[src/design/dtq_pkg.sv]
package dtq_pkg;

  localparam int DEPTH     = 16;
  localparam int TIME_BITS = 48;
  localparam int MAX_OUT   = 16;

  localparam int SLOT_W    = $clog2(DEPTH);
  localparam int CNT_W     = $clog2(MAX_OUT + 1);

  localparam int FUNC_W    = 2;
  localparam int DELAY_W   = 32;
  localparam int ID_SLOT_W = 4;
  localparam int TAG_W     = 8;
  localparam int KIND_W    = 3;

  typedef logic [TIME_BITS-1:0] time_t;
  typedef logic [SLOT_W-1:0]    slot_t;
  typedef logic [TAG_W-1:0]     tag_t;

  // request functions
  localparam logic [FUNC_W-1:0] FUNC_SCHEDULE = 2'd0;
  localparam logic [FUNC_W-1:0] FUNC_CANCEL   = 2'd1;
  localparam logic [FUNC_W-1:0] FUNC_TICK     = 2'd2;
  localparam logic [FUNC_W-1:0] FUNC_CLEAR    = 2'd3;

  // response kinds
  localparam logic [KIND_W-1:0] KIND_SCHEDULED = 3'd0;
  localparam logic [KIND_W-1:0] KIND_FIRED     = 3'd1;
  localparam logic [KIND_W-1:0] KIND_CANCELLED = 3'd2;
  localparam logic [KIND_W-1:0] KIND_STALE     = 3'd3;
  localparam logic [KIND_W-1:0] KIND_FULL      = 3'd4;
  localparam logic [KIND_W-1:0] KIND_CLEARED   = 3'd5;

  // cell commands
  localparam logic [1:0] CELL_HOLD   = 2'd0;
  localparam logic [1:0] CELL_INSERT = 2'd1;
  localparam logic [1:0] CELL_REMOVE = 2'd2;
  localparam logic [1:0] CELL_CLEAR  = 2'd3;

  // what one cell shows its neighbours
  typedef struct packed {
    logic  valid;
    logic  keep;     // holds its entry on an insert
    logic  hit;      // this cell or one to its left is removed
    time_t deadline;
    slot_t slot;
  } cell_link_t;

  // command broadcast to every cell
  typedef struct packed {
    logic [1:0] cmd;
    time_t      deadline;
    slot_t      slot;
    slot_t      key;
  } cell_op_t;

  typedef struct packed {
    logic  claim;
    logic  free;
    logic  clear_all;
    slot_t addr;
  } slot_ctrl_t;

endpackage

[src/design/dtq_if.sv]
interface dtq_req_if;
  logic                          valid;
  logic                          ready;
  logic [dtq_pkg::FUNC_W-1:0]    func;
  logic [dtq_pkg::DELAY_W-1:0]   delay;
  logic [dtq_pkg::ID_SLOT_W-1:0] event_slot;
  logic [dtq_pkg::TAG_W-1:0]     event_tag;

  modport source (output valid, func, delay, event_slot, event_tag, input ready);
  modport sink   (input valid, func, delay, event_slot, event_tag, output ready);
endinterface

interface dtq_rsp_if;
  logic                          valid;
  logic                          ready;
  logic [dtq_pkg::KIND_W-1:0]    kind;
  logic [dtq_pkg::ID_SLOT_W-1:0] out_slot;
  logic [dtq_pkg::TAG_W-1:0]     out_tag;
  logic                          last;

  modport source (output valid, kind, out_slot, out_tag, last, input ready);
  modport sink   (input valid, kind, out_slot, out_tag, last, output ready);
endinterface

[src/design/dtq_cell.sv]
module dtq_cell (
  input  logic                clk,
  input  logic                rst,
  input  dtq_pkg::cell_op_t   op,
  input  dtq_pkg::cell_link_t left,
  input  dtq_pkg::cell_link_t right,
  output dtq_pkg::cell_link_t link
);
  import dtq_pkg::*;

  logic  valid;
  time_t deadline;
  slot_t slot;
  logic  valid_next;
  time_t deadline_next;
  slot_t slot_next;
  logic  keep;
  logic  hit;

  assign keep = valid && (deadline <= op.deadline);
  assign hit  = left.hit || (valid && (op.cmd == CELL_REMOVE) && (slot == op.key));

  always_comb begin
    valid_next    = valid;
    deadline_next = deadline;
    slot_next     = slot;
    case (op.cmd)
      CELL_INSERT: begin
        valid_next = valid || left.valid;
        if (!keep) begin
          if (left.keep) begin
            deadline_next = op.deadline;
            slot_next     = op.slot;
          end else begin
            deadline_next = left.deadline;
            slot_next     = left.slot;
          end
        end
      end
      CELL_REMOVE: begin
        // close the gap: take the right neighbour's entry
        if (hit) begin
          valid_next    = right.valid;
          deadline_next = right.deadline;
          slot_next     = right.slot;
        end
      end
      CELL_CLEAR: valid_next = 1'b0;
      default: ;
    endcase
  end

  always_ff @(posedge clk) begin
    if (rst) begin
      valid <= 1'b0;
    end else begin
      valid <= valid_next;
    end
  end

  always_ff @(posedge clk) begin
    deadline <= deadline_next;
    slot     <= slot_next;
  end

  assign link.valid    = valid;
  assign link.keep     = keep;
  assign link.hit      = hit;
  assign link.deadline = deadline;
  assign link.slot     = slot;

endmodule

[src/design/dtq_slots.sv]
module dtq_slots (
  input  logic                clk,
  input  logic                rst,
  input  dtq_pkg::slot_ctrl_t ctrl,
  input  dtq_pkg::slot_t      rd_addr,
  output dtq_pkg::tag_t       rd_tag,
  output logic                rd_busy,
  output logic                free_found,
  output dtq_pkg::slot_t      free_slot
);
  import dtq_pkg::*;

  logic [DEPTH-1:0] busy;
  tag_t             tag [DEPTH];

  assign rd_tag  = tag[rd_addr];
  assign rd_busy = busy[rd_addr];

  // lowest free slot wins
  always_comb begin
    free_found = 1'b0;
    free_slot  = '0;
    for (int i = DEPTH - 1; i >= 0; i--) begin
      if (!busy[i]) begin
        free_found = 1'b1;
        free_slot  = SLOT_W'(i);
      end
    end
  end

  always_ff @(posedge clk) begin
    if (rst) begin
      busy <= '0;
      for (int i = 0; i < DEPTH; i++) begin
        tag[i] <= '0;
      end
    end else begin
      for (int i = 0; i < DEPTH; i++) begin
        if ((ctrl.clear_all && busy[i]) || (ctrl.free && (ctrl.addr == SLOT_W'(i)))) begin
          // drop the slot and age its tag so old ids go stale
          busy[i] <= 1'b0;
          tag[i]  <= tag[i] + 1'b1;
        end else if (ctrl.claim && (ctrl.addr == SLOT_W'(i))) begin
          busy[i] <= 1'b1;
        end
      end
    end
  end

endmodule

[src/design/deadline_timer_queue.sv]
// Deadline-ordered timer event queue.
// Requests arrive on req (valid/ready): func selects schedule, cancel, tick or
// cancel-all. Responses leave on rsp (valid/ready), one transfer per result,
// with last set on the final result of each request.
// Pending events sit in a row of cells kept sorted by deadline, earliest at
// cell 0; equal deadlines keep arrival order. A schedule inserts with every
// cell comparing against the new deadline in parallel; a cancel or a pop
// removes one entry by shifting the cells to its right one place left.
// Schedule, cancel and cancel-all each give a single result, loaded into the
// output register from the execute state that follows the request transfer.
// A tick first advances time, then pops the fired events one at a time from
// the head of the cell row, each when the output register is free; a tick
// that fires nothing returns no result.
// A new request is taken only once the previous one has finished.
// Reset empties the queue, frees all slots, zeroes all tags and time.
// When the receiver stalls, the result is held in the output register and
// the queue waits with it; nothing is lost or repeated.
module deadline_timer_queue (
  input logic       clk,
  input logic       rst,
  dtq_req_if.sink   req,
  dtq_rsp_if.source rsp
);
  import dtq_pkg::*;

  localparam logic [1:0] ST_IDLE = 2'd0;
  localparam logic [1:0] ST_EXEC = 2'd1;
  localparam logic [1:0] ST_FIRE = 2'd2;

  logic [1:0]           state;
  logic [1:0]           state_next;
  logic [FUNC_W-1:0]    cmd_func;
  logic [DELAY_W-1:0]   cmd_delay;
  logic [ID_SLOT_W-1:0] cmd_slot;
  tag_t                 cmd_tag;
  time_t                time_now;
  time_t                time_next;
  logic [CNT_W-1:0]     fire_cnt;
  logic [CNT_W-1:0]     fire_cnt_next;

  logic                 out_valid;
  logic [KIND_W-1:0]    out_kind;
  logic [ID_SLOT_W-1:0] out_slot;
  tag_t                 out_tag;
  logic                 out_last;

  logic                 load;
  logic [KIND_W-1:0]    kind_next;
  logic [ID_SLOT_W-1:0] slot_next;
  tag_t                 tag_next;
  logic                 last_next;

  cell_op_t             op;
  logic                 pop;
  cell_link_t           links [DEPTH];
  cell_link_t           head_bound;
  cell_link_t           tail_bound;

  slot_ctrl_t           sctl;
  slot_t                rd_addr;
  tag_t                 rd_tag;
  logic                 rd_busy;
  logic                 free_found;
  slot_t                free_slot;

  logic                 accept;
  logic                 out_free;
  logic [TIME_BITS:0]   sum;
  time_t                new_deadline;
  slot_t                key_slot;
  logic                 in_range;
  logic                 cancel_ok;
  logic                 queue_full;
  logic                 fire_more;
  logic                 next_more;

  assign accept   = req.valid && req.ready;
  assign req.ready = (state == ST_IDLE);
  assign out_free = !out_valid || rsp.ready;

  // saturate the deadline at the top of the time range
  assign sum          = {1'b0, time_now} + (TIME_BITS + 1)'(cmd_delay);
  assign new_deadline = sum[TIME_BITS] ? '1 : sum[TIME_BITS-1:0];

  assign key_slot   = SLOT_W'(cmd_slot);
  assign in_range   = 32'(cmd_slot) < DEPTH;
  assign cancel_ok  = in_range && rd_busy && (rd_tag == cmd_tag);
  assign queue_full = !free_found || links[DEPTH-1].valid;

  // head expiry, and whether the entry behind it will follow in this burst
  assign fire_more = links[0].valid && (links[0].deadline <= time_now) &&
                     (fire_cnt < CNT_W'(MAX_OUT));
  assign next_more = links[1].valid && (links[1].deadline <= time_now) &&
                     (({1'b0, fire_cnt} + 1'b1) < (CNT_W + 1)'(MAX_OUT));

  always_comb begin
    if (state == ST_FIRE) begin
      rd_addr = links[0].slot;
    end else if (cmd_func == FUNC_SCHEDULE) begin
      rd_addr = free_slot;
    end else begin
      rd_addr = key_slot;
    end
  end

  // boundary cells: an always-kept, valid entry before the head, empty after the tail
  always_comb begin
    head_bound       = '0;
    head_bound.valid = 1'b1;
    head_bound.keep  = 1'b1;
    head_bound.hit   = pop;
    tail_bound       = '0;
  end

  for (genvar i = 0; i < DEPTH; i++) begin : g_cell
    dtq_cell u_cell (
      .clk   (clk),
      .rst   (rst),
      .op    (op),
      .left  ((i == 0) ? head_bound : links[(i == 0) ? 0 : i - 1]),
      .right ((i == DEPTH - 1) ? tail_bound : links[(i == DEPTH - 1) ? i : i + 1]),
      .link  (links[i])
    );
  end

  dtq_slots u_slots (
    .clk        (clk),
    .rst        (rst),
    .ctrl       (sctl),
    .rd_addr    (rd_addr),
    .rd_tag     (rd_tag),
    .rd_busy    (rd_busy),
    .free_found (free_found),
    .free_slot  (free_slot)
  );

  always_comb begin
    state_next    = state;
    time_next     = time_now;
    fire_cnt_next = fire_cnt;
    op.cmd        = CELL_HOLD;
    op.deadline   = new_deadline;
    op.slot       = free_slot;
    op.key        = key_slot;
    pop           = 1'b0;
    sctl          = '0;
    sctl.addr     = rd_addr;
    load          = 1'b0;
    kind_next     = KIND_SCHEDULED;
    slot_next     = '0;
    tag_next      = '0;
    last_next     = 1'b1;
    unique case (state)
      ST_IDLE: begin
        if (accept) begin
          if (req.func == FUNC_TICK) begin
            // advance time, saturating
            if (time_now != '1) begin
              time_next = time_now + 1'b1;
            end
            fire_cnt_next = '0;
            state_next    = ST_FIRE;
          end else begin
            state_next = ST_EXEC;
          end
        end
      end
      ST_EXEC: begin
        if (out_free) begin
          load       = 1'b1;
          state_next = ST_IDLE;
          unique case (cmd_func)
            FUNC_SCHEDULE: begin
              if (queue_full) begin
                kind_next = KIND_FULL;
              end else begin
                op.cmd     = CELL_INSERT;
                sctl.claim = 1'b1;
                kind_next  = KIND_SCHEDULED;
                slot_next  = ID_SLOT_W'(free_slot);
                tag_next   = rd_tag;
              end
            end
            FUNC_CANCEL: begin
              slot_next = cmd_slot;
              tag_next  = cmd_tag;
              if (cancel_ok) begin
                op.cmd    = CELL_REMOVE;
                sctl.free = 1'b1;
                kind_next = KIND_CANCELLED;
              end else begin
                kind_next = KIND_STALE;
              end
            end
            FUNC_CLEAR: begin
              op.cmd         = CELL_CLEAR;
              sctl.clear_all = 1'b1;
              kind_next      = KIND_CLEARED;
            end
            default: ;
          endcase
        end
      end
      ST_FIRE: begin
        if (!fire_more) begin
          state_next = ST_IDLE;
        end else if (out_free) begin
          // pop the head and free its slot
          load          = 1'b1;
          op.cmd        = CELL_REMOVE;
          pop           = 1'b1;
          sctl.free     = 1'b1;
          kind_next     = KIND_FIRED;
          slot_next     = ID_SLOT_W'(links[0].slot);
          tag_next      = rd_tag;
          last_next     = !next_more;
          fire_cnt_next = fire_cnt + 1'b1;
          if (!next_more) begin
            state_next = ST_IDLE;
          end
        end
      end
      default: state_next = ST_IDLE;
    endcase
  end

  always_ff @(posedge clk) begin
    if (rst) begin
      state     <= ST_IDLE;
      time_now  <= '0;
      fire_cnt  <= '0;
      out_valid <= 1'b0;
    end else begin
      state    <= state_next;
      time_now <= time_next;
      fire_cnt <= fire_cnt_next;
      if (load) begin
        out_valid <= 1'b1;
      end else if (rsp.ready) begin
        out_valid <= 1'b0;
      end
    end
  end

  // hold the request fields for the execute cycle
  always_ff @(posedge clk) begin
    if (accept) begin
      cmd_func  <= req.func;
      cmd_delay <= req.delay;
      cmd_slot  <= req.event_slot;
      cmd_tag   <= req.event_tag;
    end
    if (load) begin
      out_kind <= kind_next;
      out_slot <= slot_next;
      out_tag  <= tag_next;
      out_last <= last_next;
    end
  end

  assign rsp.valid    = out_valid;
  assign rsp.kind     = out_kind;
  assign rsp.out_slot = out_slot;
  assign rsp.out_tag  = out_tag;
  assign rsp.last     = out_last;

endmodule

[src/flat_wrapper.sv]
// flat-port wrapper written by rule: the top's interface ports become plain ports
module deadline_timer_queue_flat import dtq_pkg::*;
  (clk, rst, req_valid, req_func, req_delay, req_event_slot, req_event_tag, req_ready, rsp_valid, rsp_kind, rsp_out_slot, rsp_out_tag, rsp_last, rsp_ready);
  dtq_req_if req_i ();
  dtq_rsp_if rsp_i ();
  input logic clk;
  input logic rst;
  input wire logic [$bits(req_i.valid)-1:0] req_valid;
  input wire logic [$bits(req_i.func)-1:0] req_func;
  input wire logic [$bits(req_i.delay)-1:0] req_delay;
  input wire logic [$bits(req_i.event_slot)-1:0] req_event_slot;
  input wire logic [$bits(req_i.event_tag)-1:0] req_event_tag;
  output wire logic [$bits(req_i.ready)-1:0] req_ready;
  output wire logic [$bits(rsp_i.valid)-1:0] rsp_valid;
  output wire logic [$bits(rsp_i.kind)-1:0] rsp_kind;
  output wire logic [$bits(rsp_i.out_slot)-1:0] rsp_out_slot;
  output wire logic [$bits(rsp_i.out_tag)-1:0] rsp_out_tag;
  output wire logic [$bits(rsp_i.last)-1:0] rsp_last;
  input wire logic [$bits(rsp_i.ready)-1:0] rsp_ready;
  assign req_i.valid = req_valid;
  assign req_i.func = req_func;
  assign req_i.delay = req_delay;
  assign req_i.event_slot = req_event_slot;
  assign req_i.event_tag = req_event_tag;
  assign req_ready = req_i.ready;
  assign rsp_valid = rsp_i.valid;
  assign rsp_kind = rsp_i.kind;
  assign rsp_out_slot = rsp_i.out_slot;
  assign rsp_out_tag = rsp_i.out_tag;
  assign rsp_last = rsp_i.last;
  assign rsp_i.ready = rsp_ready;
  deadline_timer_queue u_core (.clk(clk), .rst(rst), .req(req_i), .rsp(rsp_i));
endmodule
[config.mk]
export PLATFORM = sky130hd
export DESIGN_NAME = deadline_timer_queue_flat
export DESIGN_NICKNAME = d
export VERILOG_FILES = /design/src/design/dtq_pkg.sv /design/src/design/dtq_if.sv /design/src/design/dtq_cell.sv /design/src/design/dtq_slots.sv /design/src/design/deadline_timer_queue.sv /design/src/flat_wrapper.sv
export SDC_FILE = /design/constraint.sdc
export NUM_CORES = 2
export LEC_CHECK = 0
export ABC_AREA = 1
export BUFFER_PORTS_ARGS = -buffer_cell sky130_fd_sc_hd__buf_2
export CORE_ASPECT_RATIO = 0.75
export CORE_MARGIN = 2
export CORE_UTILIZATION = 58
export DETAILED_ROUTE_END_ITERATION = 16
export PLACE_DENSITY = 0.78
export SETUP_SLACK_MARGIN = 0.5
export SLEW_MARGIN = 40
export SYNTH_ARGS = -nofsm -noshare
export SYNTH_HDL_FRONTEND = slang
export SYNTH_HIERARCHICAL = 1
export SYNTH_SLANG_ARGS = --single-unit
[constraint.sdc]
create_clock -name clk -period 20.5 [get_ports clk]
set_input_delay 2.05 -clock clk [delete_from_list [all_inputs] [get_ports clk]]
set_output_delay 2.05 -clock clk [all_outputs]
set_load 0.02 [all_outputs]
# Word-level counts from Yosys, hierarchy flattened
# Memories as Yosys holds them, arrays and structs flattened.
# Cells that the tools add are included.
# totals
ff_bits	982
ramBits	128
in_bits	50
output_inout_bits	18
elab_cells	741
n_memories	1
# classes
add_sub_neg	20
order_cmp	21
n_eq_ne	80
n_mux	314
bitwise_logic	16
n_reduce_logical	213
# memory_table
name	depth	width	read_ports	rd_clocked_by_memory_dff	write_ports	line_no	text
u_core.u_slots.tag	16	8	17	0	16	dtq_slots.sv:14	tag_t tag [DEPTH];
# ops
op	count
two-way mux 48 bit	48
case mux 48 bit (2 select lines)	16
less-or-equal comparator 48 bit	18
two-way mux 4 bit	69
two-way mux 8 bit	20
case mux 4 bit (2 select lines)	18
adder 8 x 1 -> 8 bit (second input constant)	16
logical AND 1 bit	102
two-way mux 1 bit	98
inequality test 2 bit (second input constant)	34
== test 4 bit	16
AND reduction 3 bit	17
adder 48 x 32 -> 49 bit	1
logical OR 1 bit	49
adder 48 x 1 -> 48 bit (second input constant)	1
inequality test 48 bit (second input constant)	1
case mux 1 bit (3 select lines)	16
== test 4 bit (second input constant)	8
case mux 8 bit (2 select lines)	2
AND reduction 2 bit	16
OR reduction 2 bit	16
two-way mux 2 bit	10
two-way mux 5 bit	4
== test 4 x 3 -> 1 bit (second input constant)	4
other kinds (29)	64

# Logic depth before layout (Yosys ltp)
# depth
word_depth	46
depth_mapped	90
depth_no_buf	72

# Cells and area by module
# The synthesis kept the hierarchy.
# modules_own_cells
module	instances	cells_per_inst	area_each_um2	seq_area_each_um2
dtq_cell	16	547	4108.9	1581.5
deadline_timer_queue	1	1554	10994.3	2982.9
dtq_slots	1	1039	8653.3	4164.0

# Worst setup path after synthesis
# Ideal clock, no wire load.
# synth_path
path_type	reg-to-reg
from	register u_core.u_slots.busy[15]
to	register u_core.g_cell[15].u_cell.deadline[0], enable pin
setup_time_ps	411
t_arrival_ps	13818
required_ps	20089
setup_slack_ps	6271
path_stages_with_launch	78
n_path_buf	17
period_less_slack_ps	14229
path_cell_list	dfxtp_1 > nand2_1 > nand3_1 > nand3_1 > nand3_1 > a31oi_1 > nor3_1 > nor3_1 > inv_1 > nor2_1 > a21oi_1 > o21ai_0 > clkbuf_2 > buf_1 > a21oi_1 > o21ai_0 > o21ai_0 > o221ai_1 > [42 not listed] > nand2_2 > buf_4 > inv_1 > nand2_2 > buf_4 > inv_1 > nand2_2 > buf_4 > inv_1 > nand2_2 > buf_4 > inv_1 > nand2_2 > buf_4 > inv_1 > nand2_2 > nand2_1 > nand2_1
# synth_lines
element	line_no	text
start, declared	dtq_slots.sv:13	logic [DEPTH-1:0] busy;
start signal, assigned	dtq_slots.sv:33	busy <= '0;
start signal, assigned by index	dtq_slots.sv:41	busy[i] <= 1'b0;
start signal, assigned by index	dtq_slots.sv:44	busy[i] <= 1'b1;
end signal, assigned	dtq_cell.sv:62	deadline <= deadline_next;
end, declared	dtq_cell.sv:12	time_t deadline;

==> impl_metrics.toml <==
[outcome]
status = "finished clean"

[timing]
fin_crit_ns = 9.520
maxSlewViolCount = 0
finalHoldViolations = 0
fmax_ghz = 0.1050
skew_ns = 0.03815
tightest_slew_ns = 0.8683
slew_headroom_pct = 41.97
setup_viol = 0
rsz0062_at_grt = "false"
tns_ns = 0
timing.final.crit_share_pct = 46.44

[clock_network]
hold_buffers = 0
clk_latency_ns = 0.78
ctsLongestPathBuffers = 3
clock-sinks = 1110
htree_levels = 3
ctsResizeCount = 0
post_cts_buffers = 0
root_buffer = "clkbuf_16"
cts_buffers = 117
clkTransAtPathRegs_ns = 0.07
tritoncts = "built"

[worst_setup_path]
worstPathArrival_ns = 9.90
cp_slowest_stage_delay_ns = 0.55
crit_path_start = "u_core/u_slots/busy[15]"
crit_fanout = 105
rr_startpoint = "u_core/u_slots/busy[15]"
critPathKind = "flip-flop to flip-flop"
cp-start-kind = "flip-flop"
setup.worst_path.end_class = "flip-flop"
rrSetupSlack_ns = 10.98
crit_buf_inv = 23
critical-path-top-delay-family = "simple AND/OR/NAND/NOR gates"
worstReg2RegEnd = "u_core/g_cell[15].u_cell/deadline[45]"
reg2regPathDepth = 72
cp_data_required_time_ns = 20.88
slowest_stage = "buf_4"

[routing]
vias = 76530
ant_nets = 0
vias_per_cell = 5.739
drt-total-wl_mm = 239.8
drc_errors = 0
drtIter0Drc = 7680
wire_per_inst_um = 17.98
firstDrtPassIters = 6

[synthesis]
synth_cells = 11340
yosys_warnings = 6
syn-cell-area_um2 = 85370
avgSynthCellArea_um2 = 7.527

[worst_hold_path]
holdPathEnd = "u_core/time_now[43]"
hold_path_class = "flip-flop to flip-flop"
holdPathStages = 2
hp-start = "u_core/time_now[43]"

[cells_and_area]
finalNonFillerCells = 13340
drive_above_1_share_pct = 5.121
final_nets = 12230
post-route-util_pct = 62.48
area_growth_pct = 6.592
stdcell_area_um2 = 91000

[power]
finalPower_mw = 5.880
powerDensity_nw_per_um2 = 64.62
p_leak_nw = 36.46
vdd_ir_drop_max_mv = 0.06363

[placement]
hpwl_mm = 186.4
gp_routability_congestion = 0.9775
post_dp_cell_area_um2 = 87130
numPlacedInstances = 13110
io_buffers = 67

[die]
die_area_um2 = 150300
rows = 121
ios = 68
die_w_um = 447.0
die_h_um = 336.3
initial_utilization_pct = 58.62
core_area_um2 = 145600

[flow_run]
maxCapViolations = 0

[grt]
grt_pass1_wl_mm = 380.7
grt_overflow_total = 0
grt_use_total_pct = 31.23
grt_max_degree = 106
grt_pass1_vias = 71940
antenna_found_initial = 6
how the worst max path moves through the flow:
| stage | end | cells after the start |
|---|---|---|
| finish | u_core/g_cell[15].u_cell/deadline[45] | 72 |
| global route | u_core/g_cell[15].u_cell/deadline[41] | 73 |
| CTS | u_core/g_cell[15].u_cell/deadline[45] | 72 |
| detailed placement | u_core/g_cell[15].u_cell/deadline[45] | 72 |
| global placement | u_core/g_cell[15].u_cell/deadline[43] | 72 |
| floorplan | u_core/g_cell[15].u_cell/deadline[0] | 77 |
cell usage in the layout (no fill, tap or decap), drive strengths merged, types with 30 or more instances in the layout:
master	n
nand2	3175
o21ai	1889
inv	1611
edfxtp	1022
ha	917
nor2	722
a21oi	578
nand3	267
buf	147
clkbuf	145
conb	111
nor3	109
nand4	104
dfxtp	88
clkinv	57
o21a	46
nor4	45
or2	41
a21o	40
xor2	40
xnor2	30
flip-flops by register name (all words and copies together) (netlist names), 8 cells and up:
name	count
u_core/cmd_delay	32
u_core/g_cell.u_cell/valid	16
u_core/u_slots/busy	16
u_core/g_cell.u_cell/slot	64
u_core/g_cell.u_cell/deadline	768
u_core/cmd_tag	8
u_core/time_now	48
u_core/rsp.out_tag	8
u_core/u_slots/tag	128
through the flow:
step / worst slack [ns] / hold WS [ns]
finish: 10.98 / 0.4986
global route: 10.10 / 0.5201
floorplan: 6.284 / 0.4581
detailed placement: 11.00 / 0.4899
global placement: 10.87 / 0.4866
CTS: 10.95 / 0.4997
power breakdown:
part / internal, mW / leakage (nW) / switching [mW]
registers: 2.61 / 10.1 / 0.0861
clock network: 1.18 / 1.79 / 0.974
logic: 0.333 / 24.5 / 0.702
total: 4.12 / 36.5 / 1.76
worst register-to-register path, delay by kind of cell (launching register included):
family	cells	cell delay, ns
xor+xnor	1	0.19
simple gates	39	3.59
mux	1	0.34
compound gates	8	1.51
buf+inv	23	3.02
flops	1	0.33
per-layer routing:
metal  global-route usage, %  part of all wire, %  vias up
met5                       0               0.0058        -
met4                   7.224                  2.3        4
met3                   6.232                  9.1      412
met2                   48.96                   44     2902
met1                   44.45                   45    35760
li1                        -                    -    37450
layout make-up:
type	instances	area, µm²
Clock inverter	77	639.4
Timing Repair Buffer	148	1071
Tap cell	1968	2462
Antenna cell	2	5.005
Sequential cell	1110	32450
Inverter	1607	6040
Clock buffer	144	3082
Multi-Input combinational cell	8279	45250
Fill cell	12530	54640
(Power assumes the default switching activity.)
